<file path="src/hdl/bfpd_pkg.sv">
// bfpd_pkg: constants, codes and types for the byte frame parser dispatch block
// no dependencies; imported by byte_frame_parser_dispatch
package bfpd_pkg;

   localparam int BUFFER_DEPTH        = 32;
   localparam int NUM_SUBSCRIBERS     = 4;
   localparam int CMDS_PER_SUBSCRIBER = 4;

   localparam int ADDR_W = $clog2(BUFFER_DEPTH);
   localparam int CNT_W  = ADDR_W + 1;
   localparam int LEN_W  = 5;
   localparam int MASK_W = 4;
   localparam int FN_W   = 16;
   localparam int CSR_W  = 32;
   localparam int IDX_W  = 3;

   localparam logic [LEN_W-1:0] LEN_CAP = LEN_W'(BUFFER_DEPTH - 3);

   localparam logic [7:0] HEAD_BYTE = 8'hFE;
   localparam logic [7:0] TAIL_BYTE = 8'hFF;

   typedef enum logic [1:0] {
      STATUS_GOOD     = 2'd0,
      STATUS_BAD_SUM  = 2'd1,
      STATUS_SHORT    = 2'd2,
      STATUS_OVERFLOW = 2'd3
   } bfpd_status_type;

   typedef enum logic [IDX_W-1:0] {
      CSR_SUB0_CMDS  = 3'd0,
      CSR_SUB1_CMDS  = 3'd1,
      CSR_SUB2_CMDS  = 3'd2,
      CSR_SUB3_CMDS  = 3'd3,
      CSR_SUB_ENABLE = 3'd4
   } bfpd_csr_type;

   typedef enum logic [1:0] {
      ST_HUNT,
      ST_FRAME,
      ST_DRAIN_RD,
      ST_DRAIN_LD
   } bfpd_state_type;

   // one bit per enabled subscriber that lists cmd among its command bytes
   function automatic logic [MASK_W-1:0] match_cmds(
      input logic [NUM_SUBSCRIBERS*CSR_W-1:0] cmds,
      input logic [MASK_W-1:0]                enable,
      input logic [7:0]                       cmd
   );
      logic [MASK_W-1:0] mask;
      mask = '0;
      for (int s = 0; s < NUM_SUBSCRIBERS; s++) begin
         for (int j = 0; j < CMDS_PER_SUBSCRIBER; j++) begin
            if (enable[s] && cmds[s*CSR_W + 8*j +: 8] == cmd) begin
               mask[s] = 1'b1;
            end
         end
      end
      return mask;
   endfunction

endpackage

</file>
<file path="src/hdl/bfpd_ram.sv">
// bfpd_ram: generic single-write, single-read synchronous ram with registered read
// no dependencies
module bfpd_ram #(
   parameter int WIDTH = 8,
   parameter int DEPTH = 32
) (
   input  logic                     clock,
   input  logic                     wr_en,
   input  logic [$clog2(DEPTH)-1:0] wr_addr,
   input  logic [WIDTH-1:0]         wr_data,
   input  logic                     rd_en,
   input  logic [$clog2(DEPTH)-1:0] rd_addr,
   output logic [WIDTH-1:0]         rd_data
);

   logic [WIDTH-1:0] mem_ff [DEPTH];
   logic [WIDTH-1:0] rd_data_ff;

   always_ff @(posedge clock) begin
      if (wr_en) begin
         mem_ff[wr_addr] <= wr_data;
      end
      if (rd_en) begin
         rd_data_ff <= mem_ff[rd_addr];
      end
   end

   assign rd_data = rd_data_ff;

endmodule

</file>
<file path="src/hdl/byte_frame_parser_dispatch.sv">
// byte_frame_parser_dispatch: frame deframer with additive checksum and subscriber match
// depends on bfpd_pkg and bfpd_ram (frame store)
//
//   channel  dir  ports                         contents
//   req      in   req_tvalid/tready/tdata       one received byte
//   rsp      out  rsp_tvalid/tready/tdata/tuser payload byte or frame status, tlast ends frame
//   csr      in   csr_we/index/wdata            subscriber command lists and enable
//
// bytes are taken while hunting or in a frame; the tail byte of a bad, short, overflowed
// or empty frame yields its single result. a good frame with payload drains one result
// per byte, by a registered read of the frame store (ST_DRAIN_RD) and a load (ST_DRAIN_LD);
// no byte is taken while it drains. bytes past the filled part of the store read as zero,
// so no clearing pass is needed. reset is synchronous; rsp backpressure stalls req.
module byte_frame_parser_dispatch
   import bfpd_pkg::*;
(
   input  logic             clock,
   input  logic             reset,
   input  logic             req_tvalid,
   output logic             req_tready,
   input  logic [7:0]       req_tdata,   // rx_byte
   output logic             rsp_tvalid,
   input  logic             rsp_tready,
   output logic [47:0]      rsp_tdata,   // cmd_code, payload_len, payload_byte, byte_index,
                                         // match_mask, frame_number, zero pad
   output logic [1:0]       rsp_tuser,   // status
   output logic             rsp_tlast,
   input  logic             csr_we,
   input  logic [IDX_W-1:0] csr_index,
   input  logic [CSR_W-1:0] csr_wdata
);

   bfpd_state_type state_ff, state_in;

   logic [NUM_SUBSCRIBERS*CSR_W-1:0] sub_cmds_ff;
   logic [MASK_W-1:0]                sub_enable_ff;

   logic [CNT_W-1:0]  fill_ff, fill_in;
   logic              ovf_ff, ovf_in;
   logic [7:0]        sum_ff, sum_in;
   logic [7:0]        last_ff, last_in;
   logic [7:0]        cmd_ff, cmd_in;
   logic [7:0]        len_raw_ff, len_raw_in;
   logic [LEN_W-1:0]  len_ff, len_in;
   logic [MASK_W-1:0] mask_ff, mask_in;
   logic [LEN_W-1:0]  idx_ff, idx_in;
   logic [FN_W-1:0]   frames_ff, frames_in;

   logic              rsp_valid_ff, rsp_valid_in;
   bfpd_status_type   rsp_status_ff, rsp_status_in;
   logic [7:0]        rsp_cmd_ff, rsp_cmd_in;
   logic [LEN_W-1:0]  rsp_len_ff, rsp_len_in;
   logic [7:0]        rsp_pb_ff, rsp_pb_in;
   logic [LEN_W-1:0]  rsp_idx_ff, rsp_idx_in;
   logic [MASK_W-1:0] rsp_mask_ff, rsp_mask_in;
   logic [FN_W-1:0]   rsp_fn_ff, rsp_fn_in;
   logic              rsp_last_ff, rsp_last_in;

   logic              out_free;
   logic              req_fire;
   logic              is_tail;
   logic              tail_fire;
   logic              drain_go;
   logic              drain_last;
   logic [LEN_W-1:0]  len_sat;
   bfpd_status_type   judge;
   logic [MASK_W-1:0] match_c;
   logic [CNT_W-1:0]  rd_pos;
   logic              ram_we;
   logic              ram_re;
   logic [7:0]        ram_rd_data;

   assign out_free   = !rsp_valid_ff || rsp_tready;
   assign req_tready = (state_ff == ST_HUNT || state_ff == ST_FRAME) && out_free;
   assign req_fire   = req_tvalid && req_tready;
   assign is_tail    = (state_ff == ST_FRAME) && (req_tdata == TAIL_BYTE);
   assign tail_fire  = req_fire && is_tail;
   assign ram_we     = req_fire && (state_ff == ST_FRAME) && !is_tail
                       && (fill_ff < CNT_W'(BUFFER_DEPTH));
   assign ram_re     = (state_ff == ST_DRAIN_RD);
   assign rd_pos     = CNT_W'(idx_ff) + CNT_W'(2);
   assign drain_go   = (state_ff == ST_DRAIN_LD) && out_free;
   assign drain_last = (idx_ff + LEN_W'(1)) == len_ff;

   assign len_sat = (len_raw_ff > 8'(LEN_CAP)) ? LEN_CAP : len_raw_ff[LEN_W-1:0];
   assign match_c = match_cmds(sub_cmds_ff, sub_enable_ff, cmd_ff);

   // sum_ff holds all stored bytes but the newest, which is the checksum candidate
   always_comb begin
      if (ovf_ff) begin
         judge = STATUS_OVERFLOW;
      end else if (fill_ff < CNT_W'(3)) begin
         judge = STATUS_SHORT;
      end else if (sum_ff != last_ff) begin
         judge = STATUS_BAD_SUM;
      end else begin
         judge = STATUS_GOOD;
      end
   end

   bfpd_ram #(
      .WIDTH (8),
      .DEPTH (BUFFER_DEPTH)
   ) u_store (
      .clock   (clock),
      .wr_en   (ram_we),
      .wr_addr (fill_ff[ADDR_W-1:0]),
      .wr_data (req_tdata),
      .rd_en   (ram_re),
      .rd_addr (rd_pos[ADDR_W-1:0]),
      .rd_data (ram_rd_data)
   );

   // next state
   always_comb begin
      state_in = state_ff;
      case (state_ff)
         ST_HUNT: begin
            if (req_fire && req_tdata == HEAD_BYTE) begin
               state_in = ST_FRAME;
            end
         end
         ST_FRAME: begin
            if (tail_fire) begin
               if (judge == STATUS_GOOD && len_sat != '0) begin
                  state_in = ST_DRAIN_RD;
               end else begin
                  state_in = ST_HUNT;
               end
            end
         end
         ST_DRAIN_RD: begin
            state_in = ST_DRAIN_LD;
         end
         ST_DRAIN_LD: begin
            if (drain_go) begin
               state_in = drain_last ? ST_HUNT : ST_DRAIN_RD;
            end
         end
         default: begin
            state_in = ST_HUNT;
         end
      endcase
   end

   // datapath and result register
   always_comb begin
      fill_in    = fill_ff;
      ovf_in     = ovf_ff;
      sum_in     = sum_ff;
      last_in    = last_ff;
      cmd_in     = cmd_ff;
      len_raw_in = len_raw_ff;
      len_in     = len_ff;
      mask_in    = mask_ff;
      idx_in     = idx_ff;
      frames_in  = frames_ff;

      rsp_valid_in  = rsp_valid_ff && !rsp_tready;
      rsp_status_in = rsp_status_ff;
      rsp_cmd_in    = rsp_cmd_ff;
      rsp_len_in    = rsp_len_ff;
      rsp_pb_in     = rsp_pb_ff;
      rsp_idx_in    = rsp_idx_ff;
      rsp_mask_in   = rsp_mask_ff;
      rsp_fn_in     = rsp_fn_ff;
      rsp_last_in   = rsp_last_ff;

      if (ram_we) begin
         fill_in = fill_ff + CNT_W'(1);
         last_in = req_tdata;
         if (fill_ff != '0) begin
            sum_in = sum_ff + last_ff;
         end
         if (fill_ff == CNT_W'(0)) begin
            cmd_in = req_tdata;
         end
         if (fill_ff == CNT_W'(1)) begin
            len_raw_in = req_tdata;
         end
      end else if (req_fire && state_ff == ST_FRAME && !is_tail) begin
         ovf_in = 1'b1;
      end

      if (tail_fire) begin
         len_in  = len_sat;
         mask_in = match_c;
         idx_in  = '0;
         if (!(judge == STATUS_GOOD && len_sat != '0)) begin
            rsp_valid_in  = 1'b1;
            rsp_status_in = judge;
            rsp_cmd_in    = cmd_ff;
            rsp_len_in    = len_sat;
            rsp_pb_in     = '0;
            rsp_idx_in    = '0;
            rsp_mask_in   = (judge == STATUS_GOOD) ? match_c : '0;
            rsp_fn_in     = frames_ff;
            rsp_last_in   = 1'b1;
            if (judge == STATUS_GOOD) begin
               frames_in = frames_ff + FN_W'(1);
            end
         end
      end

      if (drain_go) begin
         rsp_valid_in  = 1'b1;
         rsp_status_in = STATUS_GOOD;
         rsp_cmd_in    = cmd_ff;
         rsp_len_in    = len_ff;
         // bytes past the received ones belong to an older frame and read as zero
         rsp_pb_in     = (rd_pos < fill_ff) ? ram_rd_data : 8'd0;
         rsp_idx_in    = idx_ff;
         rsp_mask_in   = mask_ff;
         rsp_fn_in     = frames_ff;
         rsp_last_in   = drain_last;
         idx_in        = idx_ff + LEN_W'(1);
         if (drain_last) begin
            frames_in = frames_ff + FN_W'(1);
         end
      end

      // frame done: drop everything collected
      if ((tail_fire && !(judge == STATUS_GOOD && len_sat != '0)) || (drain_go && drain_last)) begin
         fill_in    = '0;
         ovf_in     = 1'b0;
         sum_in     = '0;
         last_in    = '0;
         cmd_in     = '0;
         len_raw_in = '0;
      end
   end

   always_ff @(posedge clock) begin
      if (reset) begin
         state_ff      <= ST_HUNT;
         sub_cmds_ff   <= '0;
         sub_enable_ff <= '0;
         fill_ff       <= '0;
         ovf_ff        <= 1'b0;
         sum_ff        <= '0;
         last_ff       <= '0;
         cmd_ff        <= '0;
         len_raw_ff    <= '0;
         idx_ff        <= '0;
         frames_ff     <= '0;
         rsp_valid_ff  <= 1'b0;
      end else begin
         state_ff     <= state_in;
         fill_ff      <= fill_in;
         ovf_ff       <= ovf_in;
         sum_ff       <= sum_in;
         last_ff      <= last_in;
         cmd_ff       <= cmd_in;
         len_raw_ff   <= len_raw_in;
         idx_ff       <= idx_in;
         frames_ff    <= frames_in;
         rsp_valid_ff <= rsp_valid_in;
         if (csr_we) begin
            case (csr_index)
               CSR_SUB0_CMDS:  sub_cmds_ff[0*CSR_W +: CSR_W] <= csr_wdata;
               CSR_SUB1_CMDS:  sub_cmds_ff[1*CSR_W +: CSR_W] <= csr_wdata;
               CSR_SUB2_CMDS:  sub_cmds_ff[2*CSR_W +: CSR_W] <= csr_wdata;
               CSR_SUB3_CMDS:  sub_cmds_ff[3*CSR_W +: CSR_W] <= csr_wdata;
               CSR_SUB_ENABLE: sub_enable_ff <= csr_wdata[MASK_W-1:0];
               default: begin
               end
            endcase
         end
      end
   end

   always_ff @(posedge clock) begin
      len_ff        <= len_in;
      mask_ff       <= mask_in;
      rsp_status_ff <= rsp_status_in;
      rsp_cmd_ff    <= rsp_cmd_in;
      rsp_len_ff    <= rsp_len_in;
      rsp_pb_ff     <= rsp_pb_in;
      rsp_idx_ff    <= rsp_idx_in;
      rsp_mask_ff   <= rsp_mask_in;
      rsp_fn_ff     <= rsp_fn_in;
      rsp_last_ff   <= rsp_last_in;
   end

   assign rsp_tvalid = rsp_valid_ff;
   assign rsp_tuser  = rsp_status_ff;
   assign rsp_tlast  = rsp_last_ff;
   assign rsp_tdata  = {2'b00, rsp_fn_ff, rsp_mask_ff, rsp_idx_ff, rsp_pb_ff,
                        rsp_len_ff, rsp_cmd_ff};

`ifndef SYNTHESIS
   a_fill_bound: assert property (@(posedge clock) disable iff (reset)
      fill_ff <= CNT_W'(BUFFER_DEPTH))
      else $error("frame store fill count beyond depth");

   a_ovf_full: assert property (@(posedge clock) disable iff (reset)
      ovf_ff |-> (fill_ff == CNT_W'(BUFFER_DEPTH)))
      else $error("overflow flagged while store not full");

   a_drain_idx: assert property (@(posedge clock) disable iff (reset)
      (state_ff == ST_DRAIN_RD || state_ff == ST_DRAIN_LD) |-> (idx_ff < len_ff))
      else $error("drain index past saturated length");

   a_frames_step: assert property (@(posedge clock) disable iff (reset)
      (frames_ff != $past(frames_ff)) |-> (rsp_valid_ff && rsp_last_ff
                                           && rsp_status_ff == STATUS_GOOD))
      else $error("good frame count moved without a final good result");
`endif

endmodule
</file>
<file path="config.mk">
export PLATFORM = sky130hd
export DESIGN_NAME = byte_frame_parser_dispatch
export DESIGN_NICKNAME = d
export VERILOG_FILES = /design/src/hdl/bfpd_pkg.sv /design/src/hdl/bfpd_ram.sv /design/src/hdl/byte_frame_parser_dispatch.sv
export SDC_FILE = /design/constraint.sdc
export NUM_CORES = 1
export LEC_CHECK = 0
export ABC_CLOCK_PERIOD_IN_PS = 6400
export BUFFER_PORTS_ARGS = -buffer_cell sky130_fd_sc_hd__clkbuf_2
export CAP_MARGIN = 20
export CORE_UTILIZATION = 60
export DETAILED_ROUTE_END_ITERATION = 12
export PLACE_DENSITY = 0.78
export SETUP_SLACK_MARGIN = 0.3
export SLEW_MARGIN = 40
export SYNTH_ARGS = -nofsm -noshare
export SYNTH_HDL_FRONTEND = slang
export SYNTH_HIERARCHICAL = 1
export SYNTH_SLANG_ARGS = --single-unit
</file>
<file path="constraint.sdc">
create_clock -name clock -period 6.4 [get_ports clock]
set_clock_uncertainty 0.05 [all_clocks]
set_input_delay 0.64 -clock clock [delete_from_list [all_inputs] [get_ports clock]]
set_output_delay 0.64 -clock clock [all_outputs]
set_load 0.005 [all_outputs]
</file>
==> metrics.md <==
| Metric | Value |
|---|---|
| First-pass GRT wire length | 76410 µm |
| Setup TNS | 0 ps |
| Drt drc | 0 |
| Slowest cell on crit path | nor2_1 |
| Sequential Area | 13560 µm² |
| CP Launch Type | flip-flop |
| ANT nets after route | 0 |
| Drt first pass iters | 5 |
| Cell count along the critical path | 6 |
| Period utilization | 55.92% |
| Warnings, synthesis | 6 |
| Slew HR | 44.29% |
| Clock Power Share | 44.2% |
| Synthesized cell area | 21690 µm² |
| Gpl congestion | 0.8371 |
| Yosys top cell by area | edfxtp_1 |
| GRT Resource Usage Total | 27.76% |
| Routed via count | 13932 |
| Sequential Power Share | 53.2% |
| Fin worst setup slack | 2821 ps |
| Clock transition at path regs | 60 ps |
| Fill cells | 2456 |
| Setup bufs post-CTS | 0 |
| Die Wd | 192.1 µm |
| Final Max Tran Viols | 0 |
| Die ar. | 36920 µm² |
| Register area share after synthesis | 62.48% |
| Antenna violations before repair | 1 |
| CTS Root Cell | clkbuf_16 |
| R2R Path Start | rsp_tvalid |
| Post-CTS sizing | 0 |
| Pwr Density | 275.8 nW/µm² |
| Top_reg_cell synth | edfxtp_1 |
| Async SR Flop Fraction | 0% |
| Hpwl dp | 30750 µm |
| Outcome | complete, no violations |
| Leakage power | 7.896 nW |
| Die Y | 192.1 µm |
| Crit path required time | 6550 ps |
| NumNets Final | 1859 |
| CP Buf/Inv Count | 1 |
| Maximum clock path buffer count | 3 |
| Final WL | 50500 µm |
| Port bufs | 98 |
| CTS Buf Count | 49 |
| Crit path to | u_store/mem_ff[6][2] |
| Syn Inst Count | 1720 |
| Final setup fails | 0 |
| RSZ-0062 raised after global routing | no |
| DR WL/cell | 22.01 µm |
| Max Fanout on Critical Path | 14 |
| Dpl ws | 2438 ps |
| Initial core utilization | 60.98% |
| Reg-to-Reg End | u_store/mem_ff[6][2] |
| Global route overflow | 0 |
| Number of global-route vias before repair | 13357 |
| CORE AREA | 35570 µm² |
| Syn avg cell area | 12.61 µm² |
| Worst Max-Slew Pin Slew | 835.7 ps |
| Fmax | 279.4 MHz |
| Length in cells of the worst reg-to-reg path | 6 |
| Sink Count | 517 |
| Net Sw Frac | 20.69% |
| Num ports | 101 |
| Multi-input gate area in the final layout | 7649 µm² |
| Top cell type's share of synthesized area | 44.30% |
| Final hold vios | 0 |
| Worst-skew pair later-pin latency | 590 ps |
| Post-synth cell types | 58 |
| CP peak stage delay | 780 ps |
| Avg Vias per Cell | 6.073 |
| Pint | 5.291 mW |
| Initial DRC Count | 1350 |
| Number of synthesized flops with an enable pin | 320 |
| Logic pwr share | 2.6% |
| Peak VDD IR | 0.2428 mV |
| Worst Setup End Kind | flip-flop |
| Area delta synth->final | 11.52% |
| Max-Cap Viols | 0 |
| Hold-fix buffers at CTS | 0 |
| Layout cells sized above 1 | 17.90% |
| Crit path DAT | 3730 ps |
| Crit Path Category | reg -> reg |
| CP Launch Point | rsp_tvalid |
| Largest delay share family, worst path | simple AND/OR/NAND/NOR gates |
| H-tree depth | 2 |
| #FFs+latches synth | 517 |
| Row count | 69 |
| Largest cells by area after synthesis | edfxtp_1 (44%), dfxtp_1 (18%), mux4_2 (8.3%), xnor2_1 (5.7%), nand2_1 (5.1%) |
| TritonCTS clock tree | done |
| Type of the tightest min-delay check | in -> reg |
| Setup slack, reg-to-reg | 2820 ps |
| Crit path time final | 3579 ps |
| P_sw | 1.380 mW |
| Largest net degree at the start of global routing | 111 |
| Sequence of cells on the critical path | nor2b_1, nor4_1, nand2_1, inv_1, nand3b_1, nor2_1 |
## layer usage
| metal | vias to the layer above | share of wire [%] | GRT usage, % |
|---|---|---|---|
| li1 | 6330 | - | - |
| met3 | 103 | 8.2 | 4.915 |
| met4 | 0 | 3.1 | 10.24 |
| met2 | 643 | 49 | 45.07 |
| met1 | 6856 | 40 | 37.54 |
| met5 | - | 0 | 0 |
## cell usage after synthesis (2+ instances only)
master     number
mux2_2         25
ha_1           18
and3_1          7
nor4_1          5
nor2b_1        20
nand2_1       295
or3b_2          3
buf_2          18
nand3_1        29
clkbuf_1       67
buf_1           7
nor3_1         16
nand4_1        39
mux2i_1        23
xor2_1          3
o21ai_0        10
a211oi_1        4
o21a_1          2
dfxtp_1       197
buf_4           9
nor3b_1         3
o41a_1          4
or3_1           7
inv_1          20
a21oi_1       168
edfxtp_1      320
and3b_1         2
a2111oi_1       2
mux4_2         80
mux2_1          2
o2111ai_1       2
nor2_1        118
or2_2           5
a21o_1          5
nand3b_1       15
nand2b_1        2
buf_6           2
xnor2_1       141
and2_1          6
## sequential cells by signal (all words and copies together), names as in the netlist, 2 cells and up
signal,count
frames_ff,16
u_store/mem_ff,256
rsp_cmd_ff,8
len_raw_ff,8
rsp_mask_ff,4
rsp_fn_ff,16
mask_ff,4
rsp_tuser,2
rsp_len_ff,5
state_ff,2
idx_ff,5
rsp_idx_ff,5
rsp_pb_ff,8
last_ff,8
sub_cmds_ff,128
sub_enable_ff,4
u_store/rd_data,8
fill_ff,6
cmd_ff,8
len_ff,5
sum_ff,8
## per-stage QoR
step	instance area (µm²)	util [%]	hold slack (ps)	cells	total power, mW
2_1_floorplan	21690	-	352.9	1721	3.706
3_3_place_gp	22510	63.28	394.3	2201	3.791
3_5_place_dp	22540	63.36	403.7	2201	3.795
4_1_cts	24160	67.94	245.1	2292	6.699
5_1_grt	24190	68.00	263.7	2293	6.835
6_report	24190	68.01	259.7	2294	6.672
## cell type report
cell class	instances	area share, %
flip-flops and latches	517	56.04
multi-input cells	1081	31.62
clock buffers	59	5.400
repair buffers	123	2.891
well taps	461	2.385
clock inverters	32	1.329
inverters	20	0.3207
diodes	1	0.01035
## cell usage in the layout, fill, tap and decap left out, drive strengths merged, types with 4 or more instances in the layout
| cell | count |
|---|---|
| buf | 27 |
| bufinv | 6 |
| nand2 | 295 |
| ha | 18 |
| or3 | 7 |
| and3 | 7 |
| clkinv | 20 |
| xnor2 | 141 |
| or2 | 5 |
| clkbuf | 155 |
| o21ai | 10 |
| and2 | 7 |
| o41a | 4 |
| mux4 | 80 |
| a21o | 5 |
| a211oi | 4 |
| nor2b | 20 |
| nand4 | 40 |
| edfxtp | 320 |
| a21oi | 169 |
| nor3 | 18 |
| nor2 | 118 |
| mux2 | 27 |
| mux2i | 23 |
| nand3b | 15 |
| clkinvlp | 5 |
| dfxtp | 197 |
| nand3 | 29 |
| inv | 21 |
| nor4 | 6 |
## cells by family after synthesis
logic type | Yosys count | share of synthesized area [%]
adders and majority gates | 19 | 1.131
DFF | 517 | 62.48
and+or+nand+nor | 581 | 12.12
xor gates and xnor gates | 144 | 5.814
other | 1 | 0.01729
AOI/OAI and AO/OA | 205 | 5.209
muxes | 130 | 10.77
buffers and inverters | 123 | 2.457
## tightest hold or removal path, cell delays in order
cell	delay [ps]
clkbuf_2	110
nand2_1	60
a21oi_1	50
## worst min-delay path by stage
stage	from	endpoint	slack (ps)	depth (start not counted)
finish	csr_wdata[24]	sub_cmds_ff[120]	260	3
global route	csr_wdata[24]	sub_cmds_ff[56]	260	3
CTS	csr_wdata[24]	sub_cmds_ff[120]	250	3
detailed placement	sum_ff[6]	sum_ff[6]	400	2
global placement	sum_ff[6]	sum_ff[6]	390	2
floorplan	cmd_ff[0]	rsp_cmd_ff[0]	350	0
## power groups by stage
stage               combinational (mW)  sequential, mW  clock (mW)
floorplan                       0.0828            3.62           0
global placement                 0.167            3.62           0
detailed placement               0.170            3.62           0
CTS                              0.172            3.55        2.97
global route                     0.188            3.55        3.10
finish                           0.174            3.55        2.95
Note: power is estimated with default switching activity, not from simulation.
